<file path="src/hdl/sme_pkg.sv">
package sme_pkg;

  localparam int STACK_DEPTH   = 1024;
  localparam int DATA_DEPTH    = 1024;
  localparam int PROGRAM_DEPTH = 1024;

  localparam int WORD_W = 32;
  localparam int OP_W   = 4;
  localparam int ST_W   = 3;
  localparam int PC_W   = 10;
  localparam int TGT_W  = 10;

  // The count must be able to hold STACK_DEPTH itself.
  localparam int CNT_W = $clog2(STACK_DEPTH + 1);
  localparam int SA_W  = $clog2(STACK_DEPTH);
  localparam int DA_W  = $clog2(DATA_DEPTH);

  typedef enum logic [OP_W-1:0] {
    OP_LD  = 4'd0,
    OP_ST  = 4'd1,
    OP_LDC = 4'd2,
    OP_ADD = 4'd3,
    OP_SUB = 4'd4,
    OP_CMP = 4'd5,
    OP_JMP = 4'd6,
    OP_BR  = 4'd7,
    OP_RET = 4'd8
  } opcode_t;

  typedef enum logic [ST_W-1:0] {
    ST_RUN     = 3'd0,
    ST_HALT    = 3'd1,
    ST_UNDER   = 3'd2,
    ST_OVER    = 3'd3,
    ST_BADADDR = 3'd4
  } status_t;

  typedef enum logic {
    CLR_SWEEP,
    CLR_IDLE
  } clr_state_t;

  typedef struct packed {
    logic            busy;
    logic            we;
    logic [DA_W-1:0] addr;
  } clr_t;

  // Architectural state as seen by the execute logic. top and second are
  // the effective values, already selected from a register or a RAM output.
  typedef struct packed {
    logic [PC_W-1:0]   pc;
    logic [CNT_W-1:0]  cnt;
    status_t           mstat;
    logic [WORD_W-1:0] top;
    logic [WORD_W-1:0] second;
  } mach_t;

  typedef struct packed {
    mach_t             nxt;
    logic              top_sel;
    logic              second_sel;
    logic              stk_we;
    logic [SA_W-1:0]   stk_waddr;
    logic [WORD_W-1:0] stk_wdata;
    logic              stk_re;
    logic [SA_W-1:0]   stk_raddr;
    logic              dat_we;
    logic [DA_W-1:0]   dat_waddr;
    logic [WORD_W-1:0] dat_wdata;
    logic              dat_re;
    logic [DA_W-1:0]   dat_raddr;
    logic [WORD_W-1:0] out_top;
  } exec_t;

endpackage

</file>
<file path="src/hdl/sme_exec.sv">
module sme_exec import sme_pkg::*; (
  input  logic [OP_W-1:0]    opcode,
  input  logic [WORD_W-1:0]  operand,
  input  logic [TGT_W-1:0]   jump_target,
  input  mach_t              cur,
  output exec_t              ex
);

  logic [31:0]       pc_inc;
  logic [PC_W-1:0]   pc_seq;
  logic              tgt_bad;
  logic              addr_bad;
  logic              full;
  logic [WORD_W-1:0] alu;
  status_t           st;

  assign pc_inc   = 32'(cur.pc) + 32'd1;
  assign pc_seq   = (pc_inc >= 32'(PROGRAM_DEPTH)) ? '0 : PC_W'(pc_inc);
  assign tgt_bad  = (32'(jump_target) >= 32'(PROGRAM_DEPTH));
  assign addr_bad = (operand >= 32'(DATA_DEPTH));
  assign full     = (cur.cnt >= CNT_W'(STACK_DEPTH));

  always_comb begin
    case (opcode_t'(opcode))
      OP_ADD:  alu = cur.top + cur.second;
      OP_SUB:  alu = cur.top - cur.second;
      default: begin
        if ($signed(cur.top) > $signed(cur.second)) begin
          alu = 32'd1;
        end else if ($signed(cur.top) < $signed(cur.second)) begin
          alu = '1;
        end else begin
          alu = '0;
        end
      end
    endcase
  end

  always_comb begin
    ex            = '0;
    ex.nxt        = cur;
    ex.stk_waddr  = SA_W'(cur.cnt - CNT_W'(2));
    ex.stk_wdata  = cur.second;
    ex.stk_raddr  = SA_W'(cur.cnt - CNT_W'(3));
    ex.dat_waddr  = operand[DA_W-1:0];
    ex.dat_wdata  = cur.top;
    ex.dat_raddr  = operand[DA_W-1:0];
    st            = ST_RUN;

    if (cur.mstat == ST_RUN) begin
      ex.nxt.pc = pc_seq;
      unique case (opcode_t'(opcode)) inside
        OP_LD, OP_LDC: begin
          if (full) begin
            st = ST_OVER;
          end else if (opcode_t'(opcode) == OP_LD && addr_bad) begin
            st = ST_BADADDR;
          end else begin
            // Push: the old second spills to the RAM, the old top moves down.
            ex.stk_we     = (cur.cnt >= CNT_W'(2));
            ex.nxt.second = cur.top;
            ex.nxt.cnt    = cur.cnt + CNT_W'(1);
            if (opcode_t'(opcode) == OP_LD) begin
              ex.dat_re  = 1'b1;
              ex.top_sel = 1'b1;
            end else begin
              ex.nxt.top = operand;
            end
          end
        end
        OP_ST: begin
          if (cur.cnt == '0) begin
            st = ST_UNDER;
          end else if (addr_bad) begin
            st = ST_BADADDR;
          end else begin
            ex.dat_we     = 1'b1;
            ex.nxt.top    = cur.second;
            ex.stk_re     = (cur.cnt >= CNT_W'(3));
            ex.second_sel = (cur.cnt >= CNT_W'(3));
            ex.nxt.cnt    = cur.cnt - CNT_W'(1);
          end
        end
        OP_ADD, OP_SUB, OP_CMP: begin
          if (cur.cnt < CNT_W'(2)) begin
            st = ST_UNDER;
          end else begin
            ex.nxt.top    = alu;
            ex.stk_re     = (cur.cnt >= CNT_W'(3));
            ex.second_sel = (cur.cnt >= CNT_W'(3));
            ex.nxt.cnt    = cur.cnt - CNT_W'(1);
          end
        end
        OP_JMP: begin
          if (tgt_bad) begin
            st = ST_BADADDR;
          end else begin
            ex.nxt.pc = PC_W'(jump_target);
          end
        end
        OP_BR: begin
          if (cur.cnt == '0) begin
            st = ST_UNDER;
          end else if (cur.top != '0) begin
            if (tgt_bad) begin
              st = ST_BADADDR;
            end else begin
              ex.nxt.pc = PC_W'(jump_target);
            end
          end
        end
        OP_RET: begin
          if (cur.cnt == '0) begin
            st = ST_UNDER;
          end else begin
            st = ST_HALT;
          end
        end
        default: begin
        end
      endcase

      if (st != ST_RUN) begin
        ex.nxt.pc = cur.pc;
      end
      ex.nxt.mstat = st;
    end

    ex.out_top = (ex.nxt.cnt == '0) ? '0 : ex.nxt.top;
  end

endmodule
</file>
<file path="config.mk">
export PLATFORM = sky130hd
export DESIGN_NAME = sme_exec
export DESIGN_NICKNAME = d
export VERILOG_FILES = /design/src/hdl/sme_pkg.sv /design/src/hdl/sme_exec.sv
export SDC_FILE = /design/constraint.sdc
export NUM_CORES = 1
export LEC_CHECK = 0
export BUFFER_PORTS_ARGS = -buffer_cell sky130_fd_sc_hd__buf_2
export CAP_MARGIN = 5
export CORE_AREA = 2 2 140 142
export DETAILED_ROUTE_END_ITERATION = 8
export DIE_AREA = 0 0 142 144
export PLACE_DENSITY = 0.79
export SLEW_MARGIN = 20
export SYNTH_ARGS = -nofsm -noshare
export SYNTH_HDL_FRONTEND = slang
export SYNTH_SLANG_ARGS = --single-unit
</file>
<file path="constraint.sdc">
create_clock -name vclk -period 16.2
set_clock_uncertainty 0.15 [all_clocks]
set_input_delay 4.05 -clock vclk [all_inputs]
set_output_delay 4.05 -clock vclk [all_outputs]
set_load 0.005 [all_outputs]
</file>
==> flow_metrics.tcl <==
set metrics [dict create \
    final_hold_viol_count 0 \
    crit_fanout 26 \
    dr.first_iter.drc_count 1571 \
    hpwl_mm 31.29 \
    grt_pass1_wl_mm 58.08 \
    grt_pass1_vias 10070 \
    syn_avg_cell_area_um2 6.540 \
    ant_nets 0 \
    postCtsHoldBufs 0 \
    fin_util_pct 51.54 \
    cap_violations 0 \
    synth_warnings 0 \
    core-area_mm2 0.01908 \
    p_leak_nw 4.686 \
    status "completed" \
    power_uw 302.4 \
    avgViaCountPerCell 6.519 \
    yosysSeqAreaShare_pct 0 \
    area_growth_pct 12.21 \
    syn_nets 1548 \
    cts_resized 0 \
    core.rowCount 51 \
    crit_required_ps 12000 \
    drive_gt1_share_pct 30.79 \
    critical_path_class "in2out" \
    ir_drop_mv 0.01783 \
    overflow 0 \
    port_buffers 364 \
    cp.arrival_ps 8400 \
    dieArea_mm2 0.02045 \
    setup_tns_ps 0 \
    hp-start "operand[4]" \
    drt-pass1-iter-count 6 \
    final.setup.worst_slack_ps 3601 \
    grt_use_total_pct 35.68 \
    min_period_over_period_pct 77.77 \
    num_vias 11560 \
    fin_nets 1743 \
    drc 0 \
    hold_path_depth 2 \
    antenna_found_initial 2 \
    filler_cell_count 1972 \
    setup_violations 0 \
    end_kind "primary output" \
    die_h_um 144 \
    fmax_ghz 0.07937 \
    placed_area_mm2 0.009828 \
    seqCellArea_um2 0 \
    post-cts-setup-buffers 0 \
    synth_top_area_share_pct 10.28 \
    start_util_pct 45.93 \
    dieWidth_um 142 \
    tightest_slew_ps 1051 \
    cp-start-kind "input pin" \
    final_area_mm2 0.009833 \
    synthTopCellsByArea "ha_1 (10%), a21oi_1 (9.2%), buf_4 (7.8%), nand2_1 (5.7%), o21ai_0 (4.5%)" \
    powerDensity_mw_per_mm2 30.75 \
    finalWeightedCongestion 1.064 \
    synth_top_cell_by_area "ha_1" \
    rsz0062_at_grt "no" \
    wl_per_cell_um 22.32 \
    ys_types 107 \
    multi_input_area_mm2 0.007326 \
    finalCriticalPeriod_ps 12600 \
    io_pins 364 \
    grt_max_degree 40 \
    design.seq.count 0 \
    pre_cts_slack_ps 3708 \
    syn-cell-area_mm2 0.008763 \
    synthCells 1340 \
    nClkBuffers 0 \
    min_to "ex[79]" \
    routed_wl_mm 39.58 \
    drv_slew 0 \
    hold_path_class "in2out" \
    slew_headroom_pct 29.70 \
]
## worst max-delay path by stage
| stage | depth (start not counted) | slack (ps) | start | to |
|---|---|---|---|---|
| final | 13 | 3600 | cur[69] | ex[15] |
| after floorplan | 15 | 5220 | cur[69] | ex[10] |
| after global routing | 13 | 3360 | cur[69] | ex[2] |
| after global placement | 13 | 3850 | cur[69] | ex[8] |
| after CTS | 13 | 3700 | cur[69] | ex[3] |
| after detailed placement | 13 | 3710 | cur[69] | ex[3] |
## worst max-delay path, stage by stage
cell and delay [ps]:
buf_2 180, inv_1 220, ha_1 280, nor3b_1 510, and4b_1 620, a21oi_1 230, nand2_1 720, nor3_2 150
xor2_2 210, nor4_4 370, nand3_4 400, and2_4 320, buf_2 120
## cell usage after synthesis, drive strengths merged (19+ instances only)
cell and instances:
buf 112, and2 35, o21ai 84, inv 84
nor2 94, nand3 29, mux2 30, a21o 26
a211oi 19, nor4 28, nor3 28, nand2 135
a21oi 163, ha 72, clkbuf 67
## layout by cell type, fill, tap and decap left out, types with 15 or more instances in the layout
cell type,synthesis,final
nor3_1,23,23
nand2_1,134,133
o21ai_0,78,78
o221ai_1,16,16
and2_4,19,19
nand3_1,28,28
nor4_1,24,23
xnor2_1,15,15
nand4_1,18,18
a21o_1,25,25
inv_1,83,83
mux2_2,30,30
a21oi_1,161,161
o31ai_1,16,16
buf_2,9,364
and2_1,15,16
a211oi_1,18,18
ha_1,72,72
nor2_1,94,94
## report_power, final
part	internal, mW	switching [mW]	leakage [nW]
Combinational	0.113	0.189	4.69
Sequential	0	0	0
Clock	0.0000000165	0	0.0000127
Total	0.113	0.189	4.69
## kinds of logic (layout without fill, tap and decap cells)
family                   after synthesis  in the layout  synth area share [%]
adder cells (fa/ha/maj)               74             74                 10.74
AO/OA/AOI/OAI                        500            500                 38.69
other                                  0              2                     0
multiplexers                          40             40                 4.997
AND/OR/NAND/NOR                      439            439                 26.34
XOR/XNOR                              23             23                 2.384
buffers and inverters                264            457                 16.85
## metal layers
metal	wire [um]	track usage, %	vias up	part of all wire [%]
li1	-	-	5251	-
met1	16360	50.74	5402	41
met2	17170	55.45	801	43
met3	4609	5.430	105	12
met4	1442	10.63	0	3.6
met5	0	0	-	0
## final cells by class
cell class	count	share of cell area, %
inverters	84	3.207
multi-input cells	1076	74.50
well taps	238	3.028
diodes	2	0.05090
repair buffers	373	19.21
## metrics by stage
stage,cells,hold slack (ps)
2_1_floorplan,1340,8015
3_3_place_gp,1771,8143
3_5_place_dp,1771,8144
4_1_cts,1771,8146
5_1_grt,1772,8151
6_report,1773,8145
(Power assumes the default switching activity.)
