`src/hdl/sme_pkg.sv`:
```
package sme_pkg;

  localparam int STACK_DEPTH   = 1024;
  localparam int DATA_DEPTH    = 1024;
  localparam int PROGRAM_DEPTH = 1024;

  localparam int WORD_W = 32;
  localparam int OP_W   = 4;
  localparam int ST_W   = 3;
  localparam int PC_W   = 10;
  localparam int TGT_W  = 10;

  // The count must be able to hold STACK_DEPTH itself.
  localparam int CNT_W = $clog2(STACK_DEPTH + 1);
  localparam int SA_W  = $clog2(STACK_DEPTH);
  localparam int DA_W  = $clog2(DATA_DEPTH);

  typedef enum logic [OP_W-1:0] {
    OP_LD  = 4'd0,
    OP_ST  = 4'd1,
    OP_LDC = 4'd2,
    OP_ADD = 4'd3,
    OP_SUB = 4'd4,
    OP_CMP = 4'd5,
    OP_JMP = 4'd6,
    OP_BR  = 4'd7,
    OP_RET = 4'd8
  } opcode_t;

  typedef enum logic [ST_W-1:0] {
    ST_RUN     = 3'd0,
    ST_HALT    = 3'd1,
    ST_UNDER   = 3'd2,
    ST_OVER    = 3'd3,
    ST_BADADDR = 3'd4
  } status_t;

  typedef enum logic {
    CLR_SWEEP,
    CLR_IDLE
  } clr_state_t;

  typedef struct packed {
    logic            busy;
    logic            we;
    logic [DA_W-1:0] addr;
  } clr_t;

  // Architectural state as seen by the execute logic. top and second are
  // the effective values, already selected from a register or a RAM output.
  typedef struct packed {
    logic [PC_W-1:0]   pc;
    logic [CNT_W-1:0]  cnt;
    status_t           mstat;
    logic [WORD_W-1:0] top;
    logic [WORD_W-1:0] second;
  } mach_t;

  typedef struct packed {
    mach_t             nxt;
    logic              top_sel;
    logic              second_sel;
    logic              stk_we;
    logic [SA_W-1:0]   stk_waddr;
    logic [WORD_W-1:0] stk_wdata;
    logic              stk_re;
    logic [SA_W-1:0]   stk_raddr;
    logic              dat_we;
    logic [DA_W-1:0]   dat_waddr;
    logic [WORD_W-1:0] dat_wdata;
    logic              dat_re;
    logic [DA_W-1:0]   dat_raddr;
    logic [WORD_W-1:0] out_top;
  } exec_t;

endpackage

```
`src/hdl/sme_clear.sv`:
```
module sme_clear import sme_pkg::*; (
  input  logic clk,
  input  logic rst,
  output clr_t clr
);

  clr_state_t      state;
  clr_state_t      state_next;
  logic [DA_W-1:0] cnt;
  logic [DA_W-1:0] cnt_next;
  logic            last;

  assign last = (cnt == DA_W'(DATA_DEPTH - 1));

  always_ff @(posedge clk) begin
    if (rst) begin
      state <= CLR_SWEEP;
      cnt   <= '0;
    end else begin
      state <= state_next;
      cnt   <= cnt_next;
    end
  end

  always_comb begin
    state_next = state;
    unique case (state)
      CLR_SWEEP: begin
        if (last) begin
          state_next = CLR_IDLE;
        end
      end
      CLR_IDLE: state_next = CLR_IDLE;
      default:  state_next = CLR_IDLE;
    endcase
  end

  always_comb begin
    clr.busy = 1'b0;
    clr.we   = 1'b0;
    clr.addr = cnt;
    cnt_next = cnt;
    unique case (state)
      CLR_SWEEP: begin
        clr.busy = 1'b1;
        clr.we   = 1'b1;
        cnt_next = cnt + DA_W'(1);
      end
      CLR_IDLE: begin
        clr.busy = 1'b0;
      end
      default: begin
        clr.busy = 1'b0;
      end
    endcase
  end

endmodule

```
`config.mk`:
```
export PLATFORM = sky130hd
export DESIGN_NAME = sme_clear
export DESIGN_NICKNAME = d
export VERILOG_FILES = /design/src/hdl/sme_pkg.sv /design/src/hdl/sme_clear.sv
export SDC_FILE = /design/constraint.sdc
export NUM_CORES = 1
export LEC_CHECK = 0
export BUFFER_PORTS_ARGS = -buffer_cell sky130_fd_sc_hd__buf_2
export CAP_MARGIN = 20
export CORE_AREA = 5 5 42 44
export CTS_CLUSTER_SIZE = 16
export DETAILED_ROUTE_END_ITERATION = 6
export DIE_AREA = 0 0 47 49
export HOLD_SLACK_MARGIN = 0.12
export PLACE_DENSITY = 0.65
export SETUP_SLACK_MARGIN = 0.3
export SKIP_CTS_REPAIR_TIMING = 1
export SYNTH_ARGS = -nofsm -noshare
export SYNTH_HDL_FRONTEND = slang
export SYNTH_SLANG_ARGS = --single-unit
```
`constraint.sdc`:
```
create_clock -name clk -period 2.9 [get_ports clk]
set_input_delay 0.145 -clock clk [delete_from_list [all_inputs] [get_ports clk]]
set_output_delay 0.145 -clock clk [all_outputs]
set_load 0.005 [all_outputs]
```
==> results of run 1 <==
through the flow:
stage	area, µm²	setup slack (ns)	hold slack [ns]	cells
3_5_place_dp	563	1.40	0.457	79
2_1_floorplan	489	1.46	0.214	52
6_report	589	1.37	0.178	83
4_1_cts	589	1.37	0.176	83
5_1_grt	589	1.23	0.181	83
3_3_place_gp	563	1.44	0.462	79
critical path, delay by kind of cell, from the launching register on:
family                     cells  cell delay, ns
and+or+nand+nor                2            0.67
DFF                            1            0.44
adders and majority gates      1            0.21
AOI/OAI and AO/OA              1            0.14
power groups by stage:
| stage | clock network [µW] | registers, µW | logic [µW] |
|---|---|---|---|
| 2_1_floorplan | 0 | 164 | 8.75 |
| 3_3_place_gp | 0 | 164 | 15.0 |
| 3_5_place_dp | 0 | 165 | 14.8 |
| 4_1_cts | 106 | 161 | 15.0 |
| 5_1_grt | 117 | 162 | 16.2 |
| 6_report | 104 | 161 | 14.6 |
layout make-up:
cell class | count | area (µm²)
clock buffer | 4 | 26.3
fill | 151 | 812
inverter | 1 | 3.75
multi-input combinational | 38 | 254
sequential | 11 | 220
tap | 16 | 20.0
timing repair buffer | 13 | 65.1
sequential cells by signal, indices dropped and copies added (netlist names):
register and cells:
cnt 10, state 1
per-layer routing:
metal  wire (µm)  vias up  track usage
met1         462      193        0.124
met3          76        4       0.0369
met4          29        0       0.0691
met2         412       13        0.122
li1            -      217            -
met5           0        -            0
logic make-up (layout without fill, tap and decap cells):
kind of cell / after synthesis / count (layout) / share of synthesized area
AND/OR/NAND/NOR: 21 / 21 / 0.274
adder cells (fa/ha/maj): 1 / 1 / 0.0256
flip-flops: 11 / 11 / 0.450
XOR/XNOR: 4 / 4 / 0.0716
buffers and inverters: 3 / 18 / 0.0307
multiplexers: 1 / 1 / 0.0205
AO/OA/AOI/OAI: 11 / 11 / 0.128
cells in the final DEF, fill, tap and decap left out, types with 2 or more instances in the layout:
cell,Yosys,routed
buf_2,0,13
dfxtp_1,11,11
a21oi_1,6,6
nor2_1,5,5
nand2_1,4,4
o31ai_1,3,3
or4_1,3,3
xor2_1,3,3
clkbuf_4,0,3
o21ai_0,2,2
or3_1,2,2
worst max path at each step:
| stage | startpoint | endpoint | slack, ns |
|---|---|---|---|
| after floorplan | cnt[0]$_SDFFE_PP0N_ | cnt[8]$_SDFFE_PP0N_ | 1.46 |
| after global placement | cnt[0]$_SDFFE_PP0N_ | cnt[8]$_SDFFE_PP0N_ | 1.44 |
| after detailed placement | cnt[0]$_SDFFE_PP0N_ | cnt[8]$_SDFFE_PP0N_ | 1.40 |
| after CTS | cnt[0]$_SDFFE_PP0N_ | cnt[8]$_SDFFE_PP0N_ | 1.37 |
| after global routing | cnt[0]$_SDFFE_PP0N_ | cnt[8]$_SDFFE_PP0N_ | 1.23 |
| final | cnt[0]$_SDFFE_PP0N_ | cnt[8]$_SDFFE_PP0N_ | 1.37 |
==> out/results.txt, run 1 <==
Residual DRC: 0
layout cells sized above 1: 0.269
initial antenna violation count: 0
total vias in the final route: 427
Clock Latency Late Sink: 0.26 ns
Max VDD drop: 0.000225 V
worst-path maximum fanout: 5
Max-slew headroom: 0.811
CP Cell Sequence: ha_1 > nand3_1 > or4_1 > a21oi_1
CP required: 3.10 ns
PD cells: 474 nW/µm²
Detailed Route WL: 981 µm
nets@finish: 71
Core Rows: 14
vias per cell: 5.14
synth cell count leaders: dfxtp_1, a21oi_1, nor2_1
Clock Tree Buf Depth: 2
Hold Crit Start: rst
area delta synth->final: 20.5%
ant diodes: 0
worst reg-to-reg path cell count: 4
syn_nets: 55
TritonCTS clock tree: yes
hold endpoint: cnt[7]$_SDFFE_PP0N_
Sw Share: 0.229
crit path max-delay cell type: or4_1
H-tree Lvls: 1
area of the core: 1400 µm²
DR iter-0 viols: 8
Total GRT Usage: 0.0954
FF+latch count, synth: 11
die height: 49 µm
vias in the first global route: 372
fin util: 0.421
Clk Tree Root Cell: clkbuf_4
Top Ports: 14
Startpoint Class: register
Net Sw Power: 64.1 µW
Least-Margin Pin Slew: 0.283 ns
Worst Hold Path Cells: 2
Tcrit/Tclk final: 0.526
Pre-Repair DR Iteration Count: 4
Syn Area/Cell: 9.41 µm²
synth top area cells: dfxtp_1, a21oi_1, xor2_1
Clock power frac: 0.371
routed length per placed instance: 11.8 µm
GPL Wtd Cong: 0.671
Static Leakage: 0.000257 µW
share of the synthesized area in the top cell type: 0.450
HP Class: in -> reg
R2R Path End: cnt[8]$_SDFFE_PP0N_
Seq pwr share: 0.577
IO buf count: 13
max-slew violations: 0
Detail Placement HPWL: 720 µm
RSZ-0062 raised after global routing: no
f_max: 655 MHz
setup TNS: 0 ns
worst setup path category: reg -> reg
cell taking the most area after synthesis: dfxtp_1
most frequent cell after synthesis: dfxtp_1
Clock transition at path regs: 0.07 ns
max cap viols: 0
Critical Path Max Stage Delay: 0.52 ns
clk sinks: 11
remaining antenna violation count: 0
# setup viols final: 0
crit path time final: 1.53 ns
outcome: complete, no violations
Tot Pwr: 279 µW
Die X: 47 µm
Critical Path End Type: register
post-synthesis cell type count: 22
Mapped Area: 489 µm²
fraction of registers with async set/reset: 0
largest net degree at the start of global routing: 12
Arr. time, crit path: 1.73 ns
Comb power frac: 0.052
ys flop type: dfxtp_1
die area: 2300 µm²
Seq/Total Area, Yosys: 0.450
GR Overflow Total: 0
internal power: 215 µW
Cells after Synth: 52
worst clock skew: 0.00121 ns
r2r setup slk: 1.37 ns
cts bufs inserted: 3
worst r2r src: cnt[0]$_SDFFE_PP0N_
synth warn: 0
first-pass GRT wire length: 1590 µm
Final Hold Viols: 0
Post-synth EDFFs: 0
Initial Utilization: 0.349
Note: power is estimated with default switching activity, not from simulation.
==> inputs of run 2 (changes only) <==
Settings changed: PLACE_DENSITY 0.65 to 0.67.
Clock period 2.9 ns to 1.3 ns, I/O delays scaled along.
==> out/results.txt, run 2 (synthesis gave the netlist of run 1 again) <==
outcome: complete, no violations
cts bufs inserted: 3
H-tree Lvls: 1
met3 routed WL: 69 µm
total vias in the final route: 476
Critical Path Max Stage Delay: 0.40 ns
largest net degree at the start of global routing: 12
die height: 49 µm
initial antenna violation count: 0
GR Overflow Total: 0
Arr. time, crit path: 1.44 ns
area delta synth->final: 51.4%
worst-path maximum fanout: 5
Total GRT Usage: 0.104
Die X: 47 µm
max reg flops: 10
max cap viols: 0
Startpoint Class: register
Core Rows: 14
setup TNS: 0 ns
f_max: 814 MHz
routed length per placed instance: 12.8 µm
Residual DRC: 0
# setup viols final: 0
GPL Wtd Cong: 0.723
HP Class: reg -> reg
crit path max-delay cell type: or4_1
CP Cell Sequence: ha_4 > nand3_4 > or4_1 > a21oi_1
RSZ-0062 raised after global routing: yes
area of the core: 1400 µm²
worst setup path category: reg -> reg
Hold Crit Start: cnt[8]$_SDFFE_PP0N_
# fillers: 140
commonest non-fill, non-tap cell in the layout: buf_2
nets@finish: 81
leading cell types in the layout, fill and taps excluded: buf_2, buf_4, a21oi_1
max-slew violations: 0
PD cells: 868 nW/µm²
Final Hold Viols: 0
met2 wire len: 600 µm
Clk Tree Root Cell: clkbuf_4
worst r2r src: cnt[0]$_SDFFE_PP0N_
DR iter-0 viols: 15
Most flops, register: cnt
Static Leakage: 0.000322 µW
CP top delay family: simple AND/OR/NAND/NOR gates
Clock Tree Buf Depth: 2
Regs by FF count: cnt (10), state (1)
Post-Route M1 WL: 499 µm
Max-slew headroom: 0.867
vias per cell: 5.12
Tcrit/Tclk final: 0.945
crit path time final: 1.23 ns
crit path buf inv count: 0
Least-Margin Pin Slew: 0.199 ns
top sig layer: met4
Critical Path End Type: register
TritonCTS clock tree: yes
Detail Placement HPWL: 722 µm
Clock transition at path regs: 0.07 ns
Top Ports: 14
layout cells sized above 1: 0.519
die area: 2300 µm²
worst clock skew: 0.00182 ns
vias in the first global route: 354
IO buf count: 13
crit path from: cnt[0]$_SDFFE_PP0N_
Detailed Route WL: 1190 µm
fin util: 0.529
Max VDD drop: 0.000623 V
clk sinks: 11
Initial Utilization: 0.349
first-pass GRT wire length: 1660 µm
CP required: 1.51 ns
Clock Latency Late Sink: 0.27 ns
ant diodes: 0
remaining antenna violation count: 0
Pre-Repair DR Iteration Count: 4
run 2: path summary, 6_finish.rpt:
path	endpoint	slack [ns]	cells after the start
worst max-delay path	cnt[8]$_SDFFE_PP0N_	0.07	4
worst min-delay path	cnt[8]$_SDFFE_PP0N_	0.49	2
worst max register to register	cnt[8]$_SDFFE_PP0N_	0.07	4
worst min register to register	cnt[8]$_SDFFE_PP0N_	0.49	2
run 2: per-layer routing:
metal  global-route usage  up-vias
met4               0.0691        0
met2                0.129       13
met1                0.133      222
li1                     -      239
met3               0.0554        2
met5                    0        -
run 2: tightest hold or removal path, cell delays in order, from the launching register on:
cell     delay (ns)
dfxtp_1        0.33
o31ai_1        0.07
a21oi_1        0.05
run 2: power breakdown:
group          switching, µW  total (µW)  internal [µW]  leakage, µW
Clock                    114         233            119    0.0000150
Sequential              15.7         357            341    0.0000948
Combinational           22.9        52.8           29.9     0.000212
run 2: cell type report:
class | instances | area [µm²] | area share
well taps | 16 | 20.0 | 0.0270
flip-flops and latches | 11 | 244 | 0.329
repair buffers | 23 | 159 | 0.215
inverters | 1 | 6.26 | 0.00845
multi-input cells | 38 | 285 | 0.385
clock buffers | 4 | 26.3 | 0.0355
run 2: stage by stage:
step | std cells | worst slack [ns] | instance area [µm²] | hold slack, ns | total power, µW
finish | 93 | 0.0709 | 741 | 0.493 | 643
global route | 93 | 0.0288 | 741 | 0.517 | 688
CTS | 84 | 0.0115 | 638 | 0.0970 | 640
detailed placement | 80 | 0.0651 | 612 | 0.384 | 404
global placement | 80 | 0.0477 | 612 | 0.381 | 402
floorplan | 52 | 0.139 | 531 | 0.134 | 388
